## src/design/terminal_key_sequence_decoder_assert.svh

```systemverilog
// ---------------------------------------------------------------------------
// Assertion macros for the terminal key sequence decoder
// Concurrent checks, compiled out when SYNTHESIS is defined.
// ---------------------------------------------------------------------------
`ifndef TERMINAL_KEY_SEQUENCE_DECODER_ASSERT_SVH
`define TERMINAL_KEY_SEQUENCE_DECODER_ASSERT_SVH

`ifndef SYNTHESIS

// same-cycle implication
`define TKSD_ASSERT_SAME(label, clk, rst, ante, cons) \
   label: assert property (@(posedge clk) disable iff (rst) (ante) |-> (cons)) \
      else $error("tksd: check failed");

// next-cycle implication
`define TKSD_ASSERT_NEXT(label, clk, rst, ante, cons) \
   label: assert property (@(posedge clk) disable iff (rst) (ante) |=> (cons)) \
      else $error("tksd: check failed");

`else

`define TKSD_ASSERT_SAME(label, clk, rst, ante, cons)
`define TKSD_ASSERT_NEXT(label, clk, rst, ante, cons)

`endif

`endif

```

## src/design/tksd_pkg.sv

```systemverilog
// ---------------------------------------------------------------------------
// tksd_pkg
// Shared types and codes of the terminal key sequence decoder.
// ---------------------------------------------------------------------------
`default_nettype none

package tksd_pkg;

   // result status
   typedef enum logic [1:0] {
      ST_UNSURE = 2'd0,
      ST_ENSURE = 2'd1,
      ST_FAIL   = 2'd2
   } status_type;

   // key codes
   localparam logic [4:0] KEY_NONE      = 5'd0;
   localparam logic [4:0] KEY_PRINTABLE = 5'd1;
   localparam logic [4:0] KEY_TAB       = 5'd2;
   localparam logic [4:0] KEY_BACKSPACE = 5'd3;
   localparam logic [4:0] KEY_ENTER     = 5'd4;
   localparam logic [4:0] KEY_ESCAPE    = 5'd5;
   localparam logic [4:0] KEY_ALT       = 5'd6;
   localparam logic [4:0] KEY_CTRLALT   = 5'd7;
   localparam logic [4:0] KEY_UP        = 5'd8;
   localparam logic [4:0] KEY_F1        = 5'd18;

   // offsets from a tilde-terminated step to its key code
   localparam logic [4:0] NAV_KEY_OFS = 5'd6;
   localparam logic [4:0] FN_KEY_OFS  = 5'd10;

   // bytes of interest
   localparam logic [7:0] BYTE_NUL   = 8'h00;
   localparam logic [7:0] BYTE_BS    = 8'h08;
   localparam logic [7:0] BYTE_TAB   = 8'h09;
   localparam logic [7:0] BYTE_LF    = 8'h0A;
   localparam logic [7:0] BYTE_CR    = 8'h0D;
   localparam logic [7:0] BYTE_ESC   = 8'h1B;
   localparam logic [7:0] BYTE_DEL   = 8'h7F;
   localparam logic [7:0] BYTE_C2    = 8'hC2;
   localparam logic [7:0] BYTE_CSI   = 8'h5B;
   localparam logic [7:0] BYTE_SS3   = 8'h4F;
   localparam logic [7:0] BYTE_TILDE = 8'h7E;
   localparam logic [7:0] BYTE_SPACE = 8'h20;

   // sequence steps
   typedef enum logic [4:0] {
      STEP_IDLE = 5'd0,
      STEP_CR   = 5'd1,
      STEP_C2   = 5'd2,
      STEP_ESC  = 5'd3,
      STEP_CSI  = 5'd4,
      STEP_SS3  = 5'd5,
      STEP_T1   = 5'd6,
      STEP_T2   = 5'd7,
      STEP_T3   = 5'd8,
      STEP_T4   = 5'd9,
      STEP_T5   = 5'd10,
      STEP_T6   = 5'd11,
      STEP_F5   = 5'd12,
      STEP_F6   = 5'd13,
      STEP_F7   = 5'd14,
      STEP_F8   = 5'd15,
      STEP_F9   = 5'd16,
      STEP_F10  = 5'd17,
      STEP_F11  = 5'd18,
      STEP_F12  = 5'd19
   } step_type;

   // one accepted input item
   typedef struct packed {
      logic       kind;
      logic [7:0] data_byte;
   } item_type;

   // one result item
   typedef struct packed {
      status_type status;
      logic [4:0] key_code;
      logic [7:0] extra_char;
   } result_type;

endpackage

`default_nettype wire

```

## src/design/tksd_req_if.sv

```systemverilog
// ---------------------------------------------------------------------------
// tksd_req_if
// Input channel: valid/ready with one terminal byte or end mark.
// ---------------------------------------------------------------------------
`default_nettype none

interface tksd_req_if;
   logic       valid;
   logic       ready;
   logic       kind;
   logic [7:0] data_byte;

   modport source (output valid, output kind, output data_byte, input ready);
   modport sink   (input valid, input kind, input data_byte, output ready);
endinterface

`default_nettype wire

```

## src/design/tksd_rsp_if.sv

```systemverilog
// ---------------------------------------------------------------------------
// tksd_rsp_if
// Result channel: valid/ready with one decoded key event.
// ---------------------------------------------------------------------------
`default_nettype none

interface tksd_rsp_if;
   logic       valid;
   logic       ready;
   logic [1:0] status;
   logic [4:0] key_code;
   logic [7:0] extra_char;

   modport source (output valid, output status, output key_code, output extra_char,
                   input ready);
   modport sink   (input valid, input status, input key_code, input extra_char,
                   output ready);
endinterface

`default_nettype wire

```

## src/design/terminal_key_sequence_decoder.sv

```systemverilog
// ---------------------------------------------------------------------------
// terminal_key_sequence_decoder
// Turns terminal bytes and end marks into key events, one result per item.
// ---------------------------------------------------------------------------
//  channel    dir   handshake     payload
//  req_chan   in    valid/ready   kind, data_byte
//  rsp_chan   out   valid/ready   status, key_code, extra_char
//
//  One item per cycle sustained while rsp_chan is not stalled; an item passes
//  through the input register, the decode and the result register, so its
//  result is registered before it can transfer out.
//  The sequence step register is the only loop in the decode.
//  Synchronous reset empties both registers and returns the step to idle.
//  A stalled result holds the input register; while a result waits, the
//  input register still takes one item if it is empty.
// ---------------------------------------------------------------------------
`default_nettype none

`include "terminal_key_sequence_decoder_assert.svh"

module terminal_key_sequence_decoder (
   input  wire logic  clock,
   input  wire logic  reset,
   tksd_req_if.sink   req_chan,
   tksd_rsp_if.source rsp_chan
);

   logic                 item_valid;
   tksd_pkg::item_type   item;
   logic                 room;
   logic                 fire;
   tksd_pkg::result_type result;
   tksd_pkg::step_type   step;

   // decode when an item is held and the result register can take it
   assign fire = item_valid && room;

   tksd_in_stage u_in (
      .clock      (clock),
      .reset      (reset),
      .req_chan   (req_chan),
      .pull       (room),
      .item_valid (item_valid),
      .item       (item)
   );

   tksd_decoder u_dec (
      .clock  (clock),
      .reset  (reset),
      .fire   (fire),
      .item   (item),
      .result (result),
      .step   (step)
   );

   tksd_out_stage u_out (
      .clock    (clock),
      .reset    (reset),
      .load     (fire),
      .result   (result),
      .rsp_chan (rsp_chan),
      .room     (room)
   );

   // a final result always leaves the decoder idle
   `TKSD_ASSERT_NEXT(a_final_goes_idle, clock, reset,
      fire && result.status != tksd_pkg::ST_UNSURE, step == tksd_pkg::STEP_IDLE)

   // an incomplete sequence never leaves the decoder idle
   `TKSD_ASSERT_NEXT(a_unsure_busy, clock, reset,
      fire && result.status == tksd_pkg::ST_UNSURE, step != tksd_pkg::STEP_IDLE)

   // only a decoded key carries a key code
   `TKSD_ASSERT_SAME(a_key_only_on_ensure, clock, reset,
      result.status != tksd_pkg::ST_ENSURE, result.key_code == tksd_pkg::KEY_NONE)

   // a held item is not lost while the result side stalls
   `TKSD_ASSERT_NEXT(a_item_held, clock, reset,
      item_valid && !room, item_valid && $stable(item))

endmodule

`default_nettype wire

```

## src/design/tksd_in_stage.sv

```systemverilog
// ---------------------------------------------------------------------------
// tksd_in_stage
// Input register: captures one item per transfer, hands it on when pulled.
// ---------------------------------------------------------------------------
`default_nettype none

module tksd_in_stage (
   input  wire logic              clock,
   input  wire logic              reset,
   tksd_req_if.sink               req_chan,
   input  wire logic              pull,
   output logic                   item_valid,
   output tksd_pkg::item_type     item
);

   logic                 valid_ff, valid_in;
   tksd_pkg::item_type   item_ff;
   logic                 take;

   // free, or emptying this cycle
   assign req_chan.ready = !valid_ff || pull;
   assign take           = req_chan.valid && req_chan.ready;

   always_comb begin
      valid_in = valid_ff;
      if (take) begin
         valid_in = 1'b1;
      end else if (pull) begin
         valid_in = 1'b0;
      end
   end

   always_ff @(posedge clock) begin
      if (reset) begin
         valid_ff <= 1'b0;
      end else begin
         valid_ff <= valid_in;
      end
   end

   // payload, no reset
   always_ff @(posedge clock) begin
      if (take) begin
         item_ff.kind      <= req_chan.kind;
         item_ff.data_byte <= req_chan.data_byte;
      end
   end

   assign item_valid = valid_ff;
   assign item       = item_ff;

endmodule

`default_nettype wire

```

## src/design/tksd_decoder.sv

```systemverilog
// ---------------------------------------------------------------------------
// tksd_decoder
// Sequence step register and the one-step decode of a byte or end mark.
// ---------------------------------------------------------------------------
`default_nettype none

module tksd_decoder (
   input  wire logic              clock,
   input  wire logic              reset,
   input  wire logic              fire,
   input  wire tksd_pkg::item_type item,
   output tksd_pkg::result_type   result,
   output tksd_pkg::step_type     step
);

   tksd_pkg::step_type   step_ff, step_in;
   tksd_pkg::result_type res;
   logic [7:0]           b;

   function automatic logic is_printable(input logic [7:0] v);
      return (v >= tksd_pkg::BYTE_SPACE) && (v < tksd_pkg::BYTE_DEL);
   endfunction

   assign b = item.data_byte;

   // next step and result; default is fail back to idle
   always_comb begin
      res.status     = tksd_pkg::ST_FAIL;
      res.key_code   = tksd_pkg::KEY_NONE;
      res.extra_char = 8'h00;
      step_in        = tksd_pkg::STEP_IDLE;

      if (item.kind) begin
         // end mark
         if (step_ff == tksd_pkg::STEP_ESC) begin
            res.status   = tksd_pkg::ST_ENSURE;
            res.key_code = tksd_pkg::KEY_ESCAPE;
         end else if (step_ff == tksd_pkg::STEP_CR) begin
            res.status   = tksd_pkg::ST_ENSURE;
            res.key_code = tksd_pkg::KEY_ENTER;
         end
      end else begin
         case (step_ff)
            tksd_pkg::STEP_IDLE: begin
               if (b == tksd_pkg::BYTE_TAB) begin
                  res.status   = tksd_pkg::ST_ENSURE;
                  res.key_code = tksd_pkg::KEY_TAB;
               end else if (b == tksd_pkg::BYTE_DEL || b == tksd_pkg::BYTE_BS) begin
                  res.status   = tksd_pkg::ST_ENSURE;
                  res.key_code = tksd_pkg::KEY_BACKSPACE;
               end else if (b == tksd_pkg::BYTE_CR) begin
                  res.status = tksd_pkg::ST_UNSURE;
                  step_in    = tksd_pkg::STEP_CR;
               end else if (b == tksd_pkg::BYTE_LF) begin
                  res.status   = tksd_pkg::ST_ENSURE;
                  res.key_code = tksd_pkg::KEY_ENTER;
               end else if (b == tksd_pkg::BYTE_ESC) begin
                  res.status = tksd_pkg::ST_UNSURE;
                  step_in    = tksd_pkg::STEP_ESC;
               end else if (b == tksd_pkg::BYTE_C2) begin
                  res.status = tksd_pkg::ST_UNSURE;
                  step_in    = tksd_pkg::STEP_C2;
               end else if (is_printable(b)) begin
                  res.status     = tksd_pkg::ST_ENSURE;
                  res.key_code   = tksd_pkg::KEY_PRINTABLE;
                  res.extra_char = b;
               end
            end
            tksd_pkg::STEP_CR: begin
               if (b == tksd_pkg::BYTE_NUL || b == tksd_pkg::BYTE_LF) begin
                  res.status   = tksd_pkg::ST_ENSURE;
                  res.key_code = tksd_pkg::KEY_ENTER;
               end
            end
            tksd_pkg::STEP_C2: begin
               // shifted lowercase letter
               if (b >= 8'h81 && b <= 8'h9A) begin
                  res.status     = tksd_pkg::ST_ENSURE;
                  res.key_code   = tksd_pkg::KEY_CTRLALT;
                  res.extra_char = b - tksd_pkg::BYTE_SPACE;
               end
            end
            tksd_pkg::STEP_ESC: begin
               if (b == tksd_pkg::BYTE_CSI) begin
                  res.status = tksd_pkg::ST_UNSURE;
                  step_in    = tksd_pkg::STEP_CSI;
               end else if (b == tksd_pkg::BYTE_SS3) begin
                  res.status = tksd_pkg::ST_UNSURE;
                  step_in    = tksd_pkg::STEP_SS3;
               end else if (is_printable(b)) begin
                  res.status     = tksd_pkg::ST_ENSURE;
                  res.key_code   = tksd_pkg::KEY_ALT;
                  res.extra_char = b;
               end
            end
            tksd_pkg::STEP_CSI: begin
               // arrows A..D, or first digit 1..6
               if (b >= 8'h41 && b <= 8'h44) begin
                  res.status   = tksd_pkg::ST_ENSURE;
                  res.key_code = tksd_pkg::KEY_UP + 5'(b - 8'h41);
               end else if (b >= 8'h31 && b <= 8'h36) begin
                  res.status = tksd_pkg::ST_UNSURE;
                  step_in    = tksd_pkg::step_type'(5'(tksd_pkg::STEP_T1) + 5'(b - 8'h31));
               end
            end
            tksd_pkg::STEP_SS3: begin
               if (b >= 8'h50 && b <= 8'h53) begin
                  res.status   = tksd_pkg::ST_ENSURE;
                  res.key_code = tksd_pkg::KEY_F1 + 5'(b - 8'h50);
               end
            end
            tksd_pkg::STEP_T1, tksd_pkg::STEP_T2, tksd_pkg::STEP_T3,
            tksd_pkg::STEP_T4, tksd_pkg::STEP_T5, tksd_pkg::STEP_T6,
            tksd_pkg::STEP_F5, tksd_pkg::STEP_F6, tksd_pkg::STEP_F7,
            tksd_pkg::STEP_F8, tksd_pkg::STEP_F9, tksd_pkg::STEP_F10,
            tksd_pkg::STEP_F11, tksd_pkg::STEP_F12: begin
               if (b == tksd_pkg::BYTE_TILDE) begin
                  res.status = tksd_pkg::ST_ENSURE;
                  if (step_ff <= tksd_pkg::STEP_T6) begin
                     res.key_code = 5'(step_ff) + tksd_pkg::NAV_KEY_OFS;
                  end else begin
                     res.key_code = 5'(step_ff) + tksd_pkg::FN_KEY_OFS;
                  end
               end else if (step_ff == tksd_pkg::STEP_T1) begin
                  // ESC [ 1 x : F5..F8
                  res.status = tksd_pkg::ST_UNSURE;
                  if (b == 8'h35) begin
                     step_in = tksd_pkg::STEP_F5;
                  end else if (b == 8'h37) begin
                     step_in = tksd_pkg::STEP_F6;
                  end else if (b == 8'h38) begin
                     step_in = tksd_pkg::STEP_F7;
                  end else if (b == 8'h39) begin
                     step_in = tksd_pkg::STEP_F8;
                  end else begin
                     res.status = tksd_pkg::ST_FAIL;
                  end
               end else if (step_ff == tksd_pkg::STEP_T2) begin
                  // ESC [ 2 x : F9..F12
                  res.status = tksd_pkg::ST_UNSURE;
                  if (b == 8'h30) begin
                     step_in = tksd_pkg::STEP_F9;
                  end else if (b == 8'h31) begin
                     step_in = tksd_pkg::STEP_F10;
                  end else if (b == 8'h33) begin
                     step_in = tksd_pkg::STEP_F11;
                  end else if (b == 8'h34) begin
                     step_in = tksd_pkg::STEP_F12;
                  end else begin
                     res.status = tksd_pkg::ST_FAIL;
                  end
               end
            end
            default: begin
               // unused step codes: fail and go idle
               step_in = tksd_pkg::STEP_IDLE;
            end
         endcase
      end
   end

   // step register moves only when an item is decoded
   always_ff @(posedge clock) begin
      if (reset) begin
         step_ff <= tksd_pkg::STEP_IDLE;
      end else if (fire) begin
         step_ff <= step_in;
      end
   end

   assign result = res;
   assign step   = step_ff;

endmodule

`default_nettype wire

```

## src/design/tksd_out_stage.sv

```systemverilog
// ---------------------------------------------------------------------------
// tksd_out_stage
// Result register driving the response channel.
// ---------------------------------------------------------------------------
`default_nettype none

module tksd_out_stage (
   input  wire logic                 clock,
   input  wire logic                 reset,
   input  wire logic                 load,
   input  wire tksd_pkg::result_type result,
   tksd_rsp_if.source                rsp_chan,
   output logic                      room
);

   logic                  valid_ff, valid_in;
   tksd_pkg::result_type  result_ff;

   // empty, or being emptied this cycle
   assign room = !valid_ff || rsp_chan.ready;

   always_comb begin
      valid_in = valid_ff;
      if (load) begin
         valid_in = 1'b1;
      end else if (rsp_chan.ready) begin
         valid_in = 1'b0;
      end
   end

   always_ff @(posedge clock) begin
      if (reset) begin
         valid_ff <= 1'b0;
      end else begin
         valid_ff <= valid_in;
      end
   end

   always_ff @(posedge clock) begin
      if (load) begin
         result_ff <= result;
      end
   end

   assign rsp_chan.valid      = valid_ff;
   assign rsp_chan.status     = result_ff.status;
   assign rsp_chan.key_code   = result_ff.key_code;
   assign rsp_chan.extra_char = result_ff.extra_char;

endmodule

`default_nettype wire

```

## src/flat_wrapper.sv

```systemverilog
// flat-port wrapper written by rule: the top's interface ports become plain ports
module terminal_key_sequence_decoder_flat 
  (clock, reset, req_chan_valid, req_chan_kind, req_chan_data_byte, req_chan_ready, rsp_chan_valid, rsp_chan_status, rsp_chan_key_code, rsp_chan_extra_char, rsp_chan_ready);
  tksd_req_if req_chan_i ();
  tksd_rsp_if rsp_chan_i ();
  input  wire logic clock;
  input  wire logic reset;
  input wire logic [$bits(req_chan_i.valid)-1:0] req_chan_valid;
  input wire logic [$bits(req_chan_i.kind)-1:0] req_chan_kind;
  input wire logic [$bits(req_chan_i.data_byte)-1:0] req_chan_data_byte;
  output wire logic [$bits(req_chan_i.ready)-1:0] req_chan_ready;
  output wire logic [$bits(rsp_chan_i.valid)-1:0] rsp_chan_valid;
  output wire logic [$bits(rsp_chan_i.status)-1:0] rsp_chan_status;
  output wire logic [$bits(rsp_chan_i.key_code)-1:0] rsp_chan_key_code;
  output wire logic [$bits(rsp_chan_i.extra_char)-1:0] rsp_chan_extra_char;
  input wire logic [$bits(rsp_chan_i.ready)-1:0] rsp_chan_ready;
  assign req_chan_i.valid = req_chan_valid;
  assign req_chan_i.kind = req_chan_kind;
  assign req_chan_i.data_byte = req_chan_data_byte;
  assign req_chan_ready = req_chan_i.ready;
  assign rsp_chan_valid = rsp_chan_i.valid;
  assign rsp_chan_status = rsp_chan_i.status;
  assign rsp_chan_key_code = rsp_chan_i.key_code;
  assign rsp_chan_extra_char = rsp_chan_i.extra_char;
  assign rsp_chan_i.ready = rsp_chan_ready;
  terminal_key_sequence_decoder u_core (.clock(clock), .reset(reset), .req_chan(req_chan_i), .rsp_chan(rsp_chan_i));
endmodule
```

## config.mk

```make
export PLATFORM = sky130hd
export DESIGN_NAME = terminal_key_sequence_decoder_flat
export DESIGN_NICKNAME = d
export VERILOG_FILES = /design/src/design/tksd_pkg.sv /design/src/design/tksd_req_if.sv /design/src/design/tksd_rsp_if.sv /design/src/design/terminal_key_sequence_decoder.sv /design/src/design/tksd_in_stage.sv /design/src/design/tksd_decoder.sv /design/src/design/tksd_out_stage.sv /design/src/flat_wrapper.sv
export VERILOG_INCLUDE_DIRS = /design/src /design/src/design
export SDC_FILE = /design/constraint.sdc
export NUM_CORES = 1
export LEC_CHECK = 0
export ABC_CLOCK_PERIOD_IN_PS = 5500
export BUFFER_PORTS_ARGS = -buffer_cell sky130_fd_sc_hd__buf_4
export CAP_MARGIN = 20
export CORE_UTILIZATION = 42
export CTS_BUF_LIST = sky130_fd_sc_hd__clkbuf_4
export DETAILED_ROUTE_END_ITERATION = 16
export PLACE_DENSITY = 0.59
export SLEW_MARGIN = 20
export SYNTH_ARGS = -nofsm -noshare
export SYNTH_HDL_FRONTEND = slang
export SYNTH_SLANG_ARGS = --single-unit
```

## constraint.sdc

```tcl
create_clock -name clock -period 5.5 [get_ports clock]
set_clock_uncertainty 0.15 [all_clocks]
set_input_delay 0.275 -clock clock [delete_from_list [all_inputs] [get_ports clock]]
set_output_delay 0.275 -clock clock [all_outputs]
set_load 0.01 [all_outputs]
```

==> run summary, run 1 <==
Status -> finished clean
Psw -> 0.132 mW
R2r startpoint -> u_core.u_in.item[1]
Synth warnings -> 0
Critical-path maximum fanout -> 8
Sw Ratio -> 26.5%
FF+latch count, synth -> 31
DRT Pass-1 Iters -> 5
Max stage delay on crit path -> 0.70 ns
Worst setup startpoint -> u_core.u_in.item[1]
First-pass GRT wire length -> 9790 um
Distinct cells, synth -> 61
Flop pwr share -> 56.2%
Fin crit period -> 3.02 ns
Initial core utilization -> 43.3%
Hold Fails Final Rpt -> 0
Post-DP HPWL -> 4450 um
Pwr per Cell Area -> 179 nW/um^2
Met2 GRT Util -> 33.1%
CTS HTree Levels -> 2
TritonCTS clock tree -> built
Met1 Track Usage GR -> 26.6%
Met3 Use GR -> 3.06%
Clock Power Share -> 28.2%
Post-CTS Setup Inserts -> 0
Num CTS Buffers -> 5
Most frequent cells in the layout -> buf_4, nor2_1, edfxtp_1
ANT cells -> 0
Via/cell ratio -> 5.84
Leakage -> 1.09 nW
Arrival time at the worst endpoint -> 3.12 ns
Setup TNS -> 0 ns
Die Wd -> 77.4 um
GRT Overall Usage -> 20.8%
CP max stage cell -> a2111oi_0
Io pins -> 30
Post-synth ARST share -> 0%
Gr ovfl total -> 0
RSZ-0062 raised after global routing -> false
Critical Path Sink Type -> flop
CORE AREA -> 5510 sq um
Layout cell share with drive strength beyond 1 -> 15.2%
Final net count -> 330
Max_cap viols -> 0
Crit path max-delay family -> compound AO/OA/AOI/OAI gates
Combinational power share -> 15.5%
Initial antenna violation count -> 0
Crit-path cells -> inv_1, ha_1, nand2b_1, o311ai_1, a2111oi_0, and2b_1, a221oi_1, a211oi_1
Root Buffer -> clkbuf_4
Drt drc -> 0
Grt peak-use layer -> met2
DRT Wirelength -> 5970 um
Top cell type's share of synthesized area -> 30.2%
CP bufs+invs -> 1
Hold wc startpoint -> req_chan_valid
Worst hold margin -> 0.0130 ns
Final period utilization -> 54.8%
Post-synthesis sequential area ratio -> 36.1%
Routability Congestion -> 0.935
Die ar. -> 5990 sq um
Pin count of the biggest net entering global routing -> 24
EDFF count, synth -> 24
CTS sink count -> 31
Slew HR -> 47.3%
PortBufs -> 29
Maximum clock frequency -> 332 MHz
Clock latency on the worst-skew pair -> 0.33 ns
CP Data Required Time -> 5.60 ns
Vias -> 2183
Actual slew at the worst max-slew pin -> 0.790 ns
Setup CP Type -> flop to flop
DR iter-0 viols -> 179
Ys flop type -> edfxtp_1
Pint -> 0.365 mW
VDD IR max -> 0.0990 mV
Post-Syn Area -> 2390 sq um
Layout area overhead -> 16.1%
Longest Clk Path Bufs -> 2
Hold Path Class -> input pin to flop
# setup viols final -> 0
Die Y -> 77.4 um
Avg Cell Area, Syn -> 8.80 sq um
CP Launch Type -> flop
Commonest non-fill, non-tap cell in the layout -> buf_4
Vias in the first global route -> 2017
Mean routed wirelength per cell -> 16.0 um
Antenna Nets Post-Route -> 0
Row cnt -> 27
Placed Area -> 2620 sq um
Syn Inst Count -> 271
Max Slew Vio Count -> 0
Layout Cell Area excl Fill -> 2770 sq um
Top post-synthesis cells by area -> edfxtp_1, ha_1, dfxtp_1
Clk pin slew, worst setup/hold paths -> 0.09 ns
Biggest area consumer among synthesized cells -> edfxtp_1
Syn_nets -> 300
## cells in the mapped netlist (2+ instances only)
| library cell | instances |
|---|---|
| ha_1 | 15 |
| nor4_1 | 2 |
| nand3b_1 | 2 |
| dfxtp_1 | 7 |
| o21ai_0 | 8 |
| nand3_1 | 6 |
| a222oi_1 | 2 |
| and2b_1 | 2 |
| nor2b_1 | 4 |
| xor2_1 | 2 |
| nand4_1 | 5 |
| nand2_1 | 23 |
| xnor2_1 | 7 |
| a221oi_1 | 3 |
| a211oi_1 | 2 |
| nor3_1 | 10 |
| a22oi_1 | 3 |
| or3_1 | 4 |
| buf_2 | 8 |
| edfxtp_1 | 24 |
| a21o_1 | 6 |
| a31oi_1 | 3 |
| clkbuf_1 | 6 |
| and3_2 | 2 |
| inv_1 | 15 |
| nand2b_1 | 7 |
| a21oi_1 | 19 |
| and3_1 | 5 |
| and2_1 | 7 |
| o211ai_1 | 4 |
| o31ai_1 | 2 |
| nor3b_1 | 3 |
| nor2_1 | 25 |
## per-stage QoR
| stage | util, % | std cells | setup slack [ns] | power (mW) |
|---|---|---|---|---|
| floorplan | - | 271 | 3.10 | 0.328 |
| global placement | 47.6 | 357 | 2.65 | 0.356 |
| detailed placement | 47.6 | 357 | 2.65 | 0.356 |
| CTS | 50.3 | 374 | 2.62 | 0.499 |
| global route | 50.3 | 374 | 2.34 | 0.518 |
| finish | 50.3 | 374 | 2.48 | 0.497 |
## final timing paths
kind	end	slack [ns]	depth (start not counted)
hold / removal	u_core.u_in.item_valid	0.01	3
setup reg to reg	u_core.u_dec.step[0]	2.48	8
hold reg to reg	u_core.u_out.rsp_chan.valid	0.37	2
setup / recovery	u_core.u_dec.step[0]	2.48	8
## logic make-up after synthesis
kind of cell               synth area share (%)
buffers and inverters                      5.45
muxes                                     0.420
AOI/OAI and AO/OA                          19.9
adders and majority gates                  8.70
DFF                                        36.1
and+or+nand+nor                            26.2
xor gates and xnor gates                   3.30
## state kept, by name (all words and copies together) (netlist names)
register / cells
u_core.u_in.item: 9
u_core.u_out.rsp_chan.extra_char: 8
u_core.u_dec.step: 5
u_core.u_out.rsp_chan.key_code: 5
u_core.u_out.rsp_chan.status: 2
u_core.u_in.item_valid: 1
u_core.u_out.rsp_chan.valid: 1
## per-layer routing
metal	up-vias	wire length, um
met5	-	0
li1	1051	-
met3	23	454
met4	0	275
met2	113	2700
met1	996	2540
## worst register-to-register path: stages, from the launching register on
cell and delay [ns]:
edfxtp_1 0.52, inv_1 0.25, ha_1 0.39, nand2b_1 0.19, o311ai_1 0.09, a2111oi_0 0.70, and2b_1 0.30, a221oi_1 0.11
a211oi_1 0.23
## power groups by stage
stage	Sequential, mW	Clock [mW]	Combinational [mW]
after floorplan	0.277	0	0.0507
after global placement	0.285	0	0.0717
after detailed placement	0.285	0	0.0712
after CTS	0.279	0.144	0.0764
after global routing	0.282	0.152	0.0843
final	0.279	0.140	0.0771
## cell type report
| type | instances | area, sq um |
|---|---|---|
| Timing Repair Buffer | 38 | 308 |
| Fill cell | 552 | 2740 |
| Inverter | 15 | 56.3 |
| Multi-Input combinational cell | 210 | 1400 |
| Tap cell | 72 | 90.1 |
| Sequential cell | 31 | 861 |
| Clock buffer | 8 | 60.1 |
## what timing repair did
| item | CTS | global route |
|---|---|---|
| hold buffers | 9 | 0 |
| hold endpoints to repair | 9 | 0 |
| setup endpoints to repair | 0 | 0 |
| gates resized for setup | 0 | 0 |
No activity file was read; power rests on OpenSTA's default activity.
==> run 2: changes to the inputs <==
ABC_CLOCK_PERIOD_IN_PS = 2860   (was 5500)
clock period = 2.86 ns   (was 5.5 ns; I/O delays follow)
==> run summary, run 2 (same netlist as run 1, synthesis figures left out) <==
Status -> finished clean
Critical-path maximum fanout -> 12
Maximum clock frequency -> 361 MHz
Leakage -> 1.16 nW
CTS HTree Levels -> 2
Largest register FFs -> 9
Setup CP Type -> flop to flop
Pwr per Cell Area -> 330 nW/um^2
RSZ-0062 raised after global routing -> false
Pin count of the biggest net entering global routing -> 17
Longest Clk Path Bufs -> 2
Final cell count without fillers -> 390
Mean routed wirelength per cell -> 16.0 um
Actual slew at the worst max-slew pin -> 0.546 ns
Hold Fails Final Rpt -> 0
CORE AREA -> 5510 sq um
Vias -> 2241
Post-layout util -> 52.6%
Layout cell share with drive strength beyond 1 -> 18.2%
Io pins -> 30
Final net count -> 346
Hold Path Class -> input pin to flop
Antenna Nets Post-Route -> 0
ANT cells -> 0
Commonest non-fill, non-tap cell in the layout -> buf_4
Clock latency on the worst-skew pair -> 0.35 ns
Post-layout power -> 0.958 mW
Die Y -> 77.4 um
CTS sink count -> 31
# setup viols final -> 0
Post-DP HPWL -> 4710 um
PortBufs -> 29
Drt drc -> 0
First-pass GRT wire length -> 10100 um
DR iter-0 viols -> 195
Max_cap viols -> 0
Layout area overhead -> 21.4%
Num CTS Buffers -> 5
DRT Wirelength -> 6220 um
GRT Overall Usage -> 21.7%
VDD IR max -> 0.188 mV
Post-CTS Setup Inserts -> 0
Arrival time at the worst endpoint -> 2.72 ns
CP Launch Type -> flop
Row cnt -> 27
Routability Congestion -> 0.913
Via/cell ratio -> 5.75
TritonCTS clock tree -> built
Critical Path Sink Type -> flop
Initial antenna violation count -> 0
Fin crit period -> 2.77 ns
Slew HR -> 63.3%
Die Wd -> 77.4 um
Vias in the first global route -> 2123
Final period utilization -> 96.8%
DRT Pass-1 Iters -> 8
Setup TNS -> 0 ns
Placed cell count -> 369
Root Buffer -> clkbuf_4
Most frequent cells in the layout -> buf_4, nor2_1, edfxtp_1
Gr ovfl total -> 0
CP Data Required Time -> 2.81 ns
Max Slew Vio Count -> 0
Clk pin slew, worst setup/hold paths -> 0.10 ns
Die ar. -> 5990 sq um
Initial core utilization -> 43.3%
==> run 2: cell count changes in the layout (fill, tap and decap cells not counted), sizes merged <==
cell | previous run | this run
buf | 29 | 41
clkbuf | 8 | 6
clkinv | 0 | 2
dlygate4sd3 | 9 | 13
==> run 2: layer usage <==
metal | GRT usage [%] | wire [um] | vias up
li1 | - | - | 1088
met1 | 27.8 | 2720 | 1024
met2 | 35.6 | 2910 | 110
met3 | 3.53 | 416 | 19
met4 | 10.6 | 176 | 0
met5 | 0 | 0 | -
==> run 2: final timing paths <==
| check | start | to | slack, ns | cells past startpoint |
|---|---|---|---|---|
| max | u_core.u_in.item[5] | u_core.u_out.rsp_chan.status[1] | 0.09 | 6 |
| min | rsp_chan_ready | u_core.u_dec.step[3] | 0.30 | 5 |
| min reg2reg | u_core.u_dec.step[0] | u_core.u_dec.step[0] | 0.49 | 2 |
| max reg2reg | u_core.u_in.item[5] | u_core.u_out.rsp_chan.status[1] | 0.09 | 6 |
==> run 2: worst max-delay path, cell delays in order (launching register included) <==
cell      delay, ns
edfxtp_1       0.58
or4b_1         0.59
nor3_1         0.45
o221ai_2       0.18
a21oi_2        0.12
a21oi_1        0.08
or3_1          0.37
==> run 2: cell type report <==
type,instances,area (sq um)
Clock buffer,6,45.0
Clock inverter,2,8.76
Fill cell,531,2610
Inverter,15,56.3
Multi-Input combinational cell,210,1400
Sequential cell,31,861
Tap cell,72,90.1
Timing Repair Buffer,54,438
==> run 2: through the flow <==
stage | setup WS [ns] | hold slack [ns] | instance area (sq um)
final | 0.0917 | 0.300 | 2900
after global routing | 0.0553 | 0.363 | 2900
after detailed placement | 0.0860 | 0.172 | 2710
after CTS | 0.0874 | 0.315 | 2890
after floorplan | 0.464 | 0.0919 | 2390
after global placement | 0.128 | 0.171 | 2710
==> run 2: power breakdown <==
part,total (mW),leakage (nW),switching (mW),internal [mW]
Combinational,0.176,0.841,0.0940,0.0821
Sequential,0.524,0.284,0.0181,0.506
Clock,0.258,0.0331,0.156,0.102
==> run 2: repair_timing <==
| action | 4_1_cts | 5_1_grt |
|---|---|---|
| hold buffers | 13 | 0 |
| gates resized for setup | 0 | 2 |
| endpoints found under the hold margin | 16 | 0 |
| endpoints found under the setup margin | 0 | 5 |
